File: config.mk
export PLATFORM = sky130hd
export DESIGN_NAME = relay_failsafe_lockout_controller
export DESIGN_NICKNAME = d
export VERILOG_FILES = /design/src/hw/rtl/rflc_pkg.sv /design/src/hw/rtl/relay_failsafe_lockout_controller.sv
export SDC_FILE = /design/constraint.sdc
export NUM_CORES = 1
export LEC_CHECK = 0
export BUFFER_PORTS_ARGS = -buffer_cell sky130_fd_sc_hd__buf_2
export CAP_MARGIN = 20
export CORE_MARGIN = 5
export CORE_UTILIZATION = 47
export CTS_CLUSTER_DIAMETER = 80
export DETAILED_ROUTE_END_ITERATION = 12
export PLACE_DENSITY = 0.66
export RECOVER_POWER = 50
export SETUP_SLACK_MARGIN = 0.4
export SLEW_MARGIN = 30
export SYNTH_ARGS = -nofsm -noshare
export SYNTH_HDL_FRONTEND = slang
export SYNTH_SLANG_ARGS = --single-unit
File: constraint.sdc
create_clock -name clock -period 3.2 [get_ports clock]
set_clock_uncertainty 0.15 [all_clocks]
set_input_delay 0.48 -clock clock [delete_from_list [all_inputs] [get_ports clock]]
set_output_delay 0.48 -clock clock [all_outputs]
set_load 0.02 [all_outputs]
File: src/hw/rtl/rflc_pkg.sv
// types and constants shared by the relay lockout controller
package rflc_pkg;

   localparam int unsigned NUM_CH = 3;

   typedef enum logic [1:0] {
      ACT_TICK  = 2'd0,
      ACT_SET   = 2'd1,
      ACT_CLEAR = 2'd2,
      ACT_QUERY = 2'd3
   } action_type;

   typedef enum logic [1:0] {
      ST_OFF    = 2'd0,
      ST_ON     = 2'd1,
      ST_LOCKED = 2'd2
   } status_type;

   localparam logic [1:0] CH_FAN  = 2'd0;
   localparam logic [1:0] CH_HEAT = 2'd1;
   localparam logic [1:0] CH_COOL = 2'd2;

   localparam logic [1:0] REG_TIMEOUT     = 2'd0;
   localparam logic [1:0] REG_LOCKOUT     = 2'd1;
   localparam logic [1:0] REG_FAN_LOCKOUT = 2'd2;

   localparam logic [7:0]  TIMEOUT_RST     = 8'd120;
   localparam logic [15:0] LOCKOUT_RST     = 16'd300;
   localparam logic [15:0] FAN_LOCKOUT_RST = 16'd60;

   typedef logic [7:0]  wdog_type;
   typedef logic [15:0] lock_type;

endpackage

File: src/hw/rtl/relay_failsafe_lockout_controller.sv
// relay lockout controller: fan, heat and cool relays with lockout and watchdog counters
// an accepted request item is registered in the input stage, then its result item in the result stage
// throughput: one item per cycle while the result side does not stall, set by the state update stage
// the request side stalls only while a held result is stalled and the input stage is full
// reset (synchronous): relays off, watchdogs zero, lockouts and registers at their defaults
module relay_failsafe_lockout_controller (
   input  logic        clock,
   input  logic        reset,
   input  logic        req_valid,
   output logic        req_stall,
   input  logic [1:0]  req_action,
   input  logic [1:0]  req_channel,
   output logic        rsp_valid,
   input  logic        rsp_stall,
   output logic [2:0]  rsp_relay_bits,
   output logic [1:0]  rsp_channel_status,
   output logic        rsp_accepted,
   input  logic        csr_valid,
   output logic        csr_ready,
   input  logic [1:0]  csr_index,
   input  logic [15:0] csr_wdata
);
   import rflc_pkg::*;

   // configuration
   wdog_type timeout_ff;
   lock_type lockout_ff;
   lock_type fan_lockout_ff;

   // input stage
   logic       s1_valid_ff;
   action_type s1_action_ff;
   logic [1:0] s1_channel_ff;

   // relay state
   logic [NUM_CH-1:0] relay_ff, relay_in;
   wdog_type          wdog_ff [NUM_CH];
   wdog_type          wdog_in [NUM_CH];
   lock_type          lock_ff [NUM_CH];
   lock_type          lock_in [NUM_CH];

   // result stage
   logic       out_valid_ff;
   logic [2:0] out_relay_ff;
   status_type out_status_ff, out_status_in;
   logic       out_acc_ff, out_acc_in;

   logic out_free;
   logic advance;
   logic chan_ok;
   logic cool_on;
   logic heat_on;
   logic req_take;

   assign csr_ready = 1'b1;
   assign out_free  = !out_valid_ff || !rsp_stall;
   assign advance   = s1_valid_ff && out_free;
   assign req_stall = s1_valid_ff && !out_free;
   assign req_take  = req_valid && !req_stall;
   assign chan_ok   = (s1_channel_ff != 2'd3);
   assign heat_on   = relay_ff[CH_HEAT] && (lock_ff[CH_HEAT] == '0);
   assign cool_on   = relay_ff[CH_COOL] && (lock_ff[CH_COOL] == '0);

   assign rsp_valid          = out_valid_ff;
   assign rsp_relay_bits     = out_relay_ff;
   assign rsp_channel_status = out_status_ff;
   assign rsp_accepted       = out_acc_ff;

   always_comb begin
      wdog_type wdec;
      relay_in   = relay_ff;
      wdog_in    = wdog_ff;
      lock_in    = lock_ff;
      out_acc_in = 1'b0;
      wdec       = '0;
      case (s1_action_ff)
         ACT_TICK: begin
            for (int ch = 0; ch < NUM_CH; ch++) begin
               if (lock_ff[ch] != '0) begin
                  lock_in[ch] = lock_ff[ch] - 16'd1;
               end else if (relay_ff[ch]) begin
                  wdec = (wdog_ff[ch] != '0) ? wdog_ff[ch] - 8'd1 : '0;
                  if (wdec == '0) begin
                     // watchdog expired: switch off and lock
                     wdog_in[ch]  = '0;
                     relay_in[ch] = 1'b0;
                     lock_in[ch]  = (ch == 0) ? fan_lockout_ff : lockout_ff;
                  end else begin
                     wdog_in[ch] = wdec;
                  end
               end
            end
         end
         ACT_SET: begin
            if (chan_ok && lock_ff[s1_channel_ff] == '0
                && !(s1_channel_ff == CH_HEAT && cool_on)
                && !(s1_channel_ff == CH_COOL && heat_on)) begin
               relay_in[s1_channel_ff] = 1'b1;
               wdog_in[s1_channel_ff]  = timeout_ff;
               out_acc_in              = 1'b1;
            end
         end
         ACT_CLEAR: begin
            if (chan_ok && lock_ff[s1_channel_ff] == '0 && relay_ff[s1_channel_ff]) begin
               relay_in[s1_channel_ff] = 1'b0;
               wdog_in[s1_channel_ff]  = '0;
               lock_in[s1_channel_ff]  = (s1_channel_ff == CH_FAN) ? fan_lockout_ff
                                                                   : lockout_ff;
               out_acc_in              = 1'b1;
            end
         end
         default: begin
            // query leaves state alone
         end
      endcase
      if (!chan_ok) begin
         out_status_in = ST_OFF;
      end else if (lock_in[s1_channel_ff] != '0) begin
         out_status_in = ST_LOCKED;
      end else if (relay_in[s1_channel_ff]) begin
         out_status_in = ST_ON;
      end else begin
         out_status_in = ST_OFF;
      end
   end

   always_ff @(posedge clock) begin
      if (reset) begin
         timeout_ff     <= TIMEOUT_RST;
         lockout_ff     <= LOCKOUT_RST;
         fan_lockout_ff <= FAN_LOCKOUT_RST;
         s1_valid_ff    <= 1'b0;
         out_valid_ff   <= 1'b0;
         relay_ff       <= '0;
         for (int ch = 0; ch < NUM_CH; ch++) begin
            wdog_ff[ch] <= '0;
            lock_ff[ch] <= (ch == 0) ? FAN_LOCKOUT_RST : LOCKOUT_RST;
         end
      end else begin
         if (csr_valid && csr_ready) begin
            case (csr_index)
               REG_TIMEOUT:     timeout_ff     <= csr_wdata[7:0];
               REG_LOCKOUT:     lockout_ff     <= csr_wdata;
               REG_FAN_LOCKOUT: fan_lockout_ff <= csr_wdata;
               default: begin
               end
            endcase
         end
         if (req_take) begin
            s1_valid_ff <= 1'b1;
         end else if (advance) begin
            s1_valid_ff <= 1'b0;
         end
         if (advance) begin
            out_valid_ff <= 1'b1;
            relay_ff     <= relay_in;
            wdog_ff      <= wdog_in;
            lock_ff      <= lock_in;
         end else if (!rsp_stall) begin
            out_valid_ff <= 1'b0;
         end
      end
   end

   // payload registers
   always_ff @(posedge clock) begin
      if (req_take) begin
         s1_action_ff  <= action_type'(req_action);
         s1_channel_ff <= req_channel;
      end
      if (advance) begin
         out_relay_ff  <= relay_in;
         out_status_ff <= out_status_in;
         out_acc_ff    <= out_acc_in;
      end
   end

   // heat and cool are never driven together
   assert property (@(posedge clock) disable iff (reset)
      !(relay_ff[CH_HEAT] && relay_ff[CH_COOL]))
      else $error("heat and cool both on");

   // a relay that is on has no lockout running
   assert property (@(posedge clock) disable iff (reset)
      (!relay_ff[0] || lock_ff[0] == '0) && (!relay_ff[1] || lock_ff[1] == '0)
      && (!relay_ff[2] || lock_ff[2] == '0))
      else $error("relay on while locked");

   // an item leaving the input stage shows up as a result next cycle
   assert property (@(posedge clock) disable iff (reset)
      advance |=> rsp_valid)
      else $error("result lost");

   // accepted only ever set by a set or clear item
   assert property (@(posedge clock) disable iff (reset)
      advance && (s1_action_ff == ACT_TICK || s1_action_ff == ACT_QUERY) |=> !rsp_accepted)
      else $error("tick or query marked accepted");

endmodule

==> impl_metrics.py <==
metrics = {
    "outcome": {
        "status": "finished with violations",
        "violations": "max-capacitance violations, max-slew violations, negative setup slack",
    },
    "route": {
        "met2_wirelength_um": 17030,
        "vias_per_cell": 6.495,
        "wl_per_cell_um": 21.82,
        "met1Wirelength_um": 15560,
        "drt_iter0_drc": 1147,
        "drtPass1Iterations": 6,
        "vias": 11280,
        "antenna_left": 0,
        "wl_um": 37890,
        "drc_errors": 0,
        "dr.max_layer_used": "met4",
        "route.met3.wl_um": 3306,
    },
    "synth": {
        "synth_most_common_cell": "nand2_1",
        "syn_area_mm2": 0.009007,
        "yosysSeqAreaShare": 0.2934,
        "synth-edff-count": 10,
        "synth_area_leaders": "dfxtp_1, nand2_1, nor2_1",
        "yosys_warnings": 0,
        "synth_ff_type": "dfxtp_1",
        "synth_common_cells": "nand2_1, nor2_1, dfxtp_1",
        "synth-seq-cells": 127,
        "synth.net_count": 1258,
        "netlist_instances": 1221,
        "async_flop_share": 0,
        "avgSynthCellArea_um2": 7.377,
        "synth_largest_area_cell": "dfxtp_1",
        "yosysUniqueCellTypes": 88,
        "synth_top_area_share": 0.2600,
    },
    "layout": {
        "fillers": 1561,
        "multi_input_area_mm2": 0.006799,
        "drive_above_1_share": 0.3653,
        "layout.nets": 1527,
        "final_area_mm2": 0.01314,
        "antenna_cells": 0,
        "area_growth_pct": 45.83,
        "regArea_mm2": 0.002660,
    },
    "critical_path": {
        "regToRegSetupSlack_ps": -170,
        "reg2reg_depth": 11,
        "cp_cell_sequence": "inv_4 -> ha_4 -> nor4bb_4 -> and3_1 -> a22o_1 -> a31o_4 -> a221o_1 -> or4_1 -> or4_4 -> a31oi_4 -> nand3b_1",
        "cpPeakStageDelay_ps": 460,
        "path_class": "reg -> reg",
        "critPathSlowestCell": "or4_1",
        "crit_arrival_ps": 3410,
        "endpoint_kind": "flop",
        "startpoint_type": "flop",
        "crit_fanout": 3,
        "worstPathRequired_ps": 3230,
    },
    "floorplanning": {
        "die_area_mm2": 0.02203,
        "die_width_um": 148.4,
        "fp.dieH_um": 148.4,
        "placementRows": 50,
        "core_area_mm2": 0.01877,
        "io-pin-count": 36,
        "start_util": 0.4799,
    },
    "clocking": {
        "cts_tree": "yes",
        "clock-root-buffer": "clkbuf_16",
        "cts-buffers-inserted": 17,
        "insertion_delay_ps": 440,
        "clk_pin_slew_ps": 60,
        "htreeDepth": 4,
        "cts_sinks": 127,
        "cts_buffer_depth": 2,
    },
    "hold_path": {
        "hold_path_class": "in -> reg",
        "holdPathStages": 1,
    },
    "placed_design": {
        "pre_cts_slack_ps": -278.8,
        "gp_congestion": 0.9832,
        "placed_area_mm2": 0.01142,
        "port_buffers": 34,
        "hpwl_um": 27100,
    },
    "timing": {
        "timing.fmax_mhz": 296.4,
        "period_needed_ps": 3374,
        "worst_slack_ps": -173.8,
        "relSlewSlack": -0.4789,
        "worst_pin_slew_ps": 2218,
        "drv_slew": 45,
        "setup_viol": 2,
        "grt_setup_unrepaired": "yes",
        "hold_viol": 0,
        "tns_ps": -319.5,
        "min_period_over_period": 1.054,
    },
    "power": {
        "power_leakage_nw": 5.036,
        "irDropWorstVdd_uv": 392.0,
        "power.density_mw_per_mm2": 378.1,
        "finalPower_mw": 4.966,
    },
    "global_routing": {
        "track_usage": 0.3302,
        "grt_pass1_wl_um": 57660,
        "grt_max_degree": 49,
        "grt_antenna_before_repair": 0,
        "overflow": 0,
        "grt_pass1_vias": 10560,
    },
    "job": {
        "drv_cap": 1,
    },
}
-- final cells by class --
class | count | share of cell area
multi-input combinational | 968 | 0.5176
clock buffer | 19 | 0.03458
timing repair buffer | 343 | 0.2034
inverter | 33 | 0.01000
tap | 234 | 0.02229
sequential | 127 | 0.2025
clock inverter | 13 | 0.009621
-- per-layer routing --
layer,GRT usage,up-vias
met1,0.4408,5366
met2,0.5247,657
met5,0,-
met4,0.1492,0
li1,-,5103
met3,0.05484,156
-- state kept, by name, indices dropped and copies added (netlist names) --
signal and flops:
lock_ff 48, wdog_ff 24, fan_lockout_ff 16, lockout_ff 16, timeout_ff 8, relay_ff 3
rsp_relay_bits 3, rsp_channel_status 2, s1_action_ff 2, s1_channel_ff 2, rsp_accepted 1, rsp_valid 1
s1_valid_ff 1
-- cell families after synthesis --
group                      synth area share
AOI/OAI and AO/OA                    0.2843
adders and majority gates           0.01389
xor gates and xnor gates            0.01750
buffers and inverters               0.05681
DFF                                  0.2934
muxes                               0.03125
and+or+nand+nor                      0.3024
other                             0.0004163
-- per-stage QoR --
| step | utilization | hold WS [ps] | std cells |
|---|---|---|---|
| after detailed placement | 0.6083 | 337.3 | 1673 |
| after global routing | 0.6999 | 63.73 | 1737 |
| after global placement | 0.6083 | 318.1 | 1673 |
| final | 0.6999 | 66.27 | 1737 |
| after CTS | 0.6649 | 63.04 | 1715 |
| after floorplan | - | 295.4 | 1221 |
-- path summary, 6_finish.rpt --
kind,from,endpoint
setup / recovery,wdog_ff[8],rsp_channel_status[1]
hold / removal,req_action[0],s1_action_ff[0]
setup reg to reg,wdog_ff[8],rsp_channel_status[1]
hold reg to reg,wdog_ff[0],wdog_ff[0]
-- power breakdown --
| group | internal (mW) | switching (mW) | leakage [nW] |
|---|---|---|---|
| Sequential | 1.67 | 0.0867 | 1.05 |
| Clock | 1.13 | 0.825 | 0.286 |
| Combinational | 0.559 | 0.694 | 3.70 |
| Total | 3.36 | 1.61 | 5.04 |
-- worst max-delay path, delay by kind of cell, from the launching register on --
family / cells / cell delay, ps
flip-flops: 1 / 370
buffers and inverters: 1 / 40
adder cells (fa/ha/maj): 1 / 210
AO/OA/AOI/OAI: 4 / 1010
AND/OR/NAND/NOR: 5 / 1330
-- placed cells by master (no fill, tap or decap), drive strengths merged, types with 20 or more instances in the layout --
master / instances
nand4: 20
a22oi: 21
nor3: 44
a21oi: 94
dfxtp: 117
nand2: 148
o21ai: 71
a31oi: 22
nand3: 30
nor2: 137
inv: 37
a211o: 22
buf: 330
nor4: 28
a211oi: 32
clkbuf: 32
-- timing repair --
item                       in CTS  in global routing
cloned                          3                  0
setup endpoints to repair      50                 61
pin swaps                      48                 61
resized for setup              95                126
hold buffers                    0                  0
buffers inserted                7                 22
(Power assumes the default switching activity.)
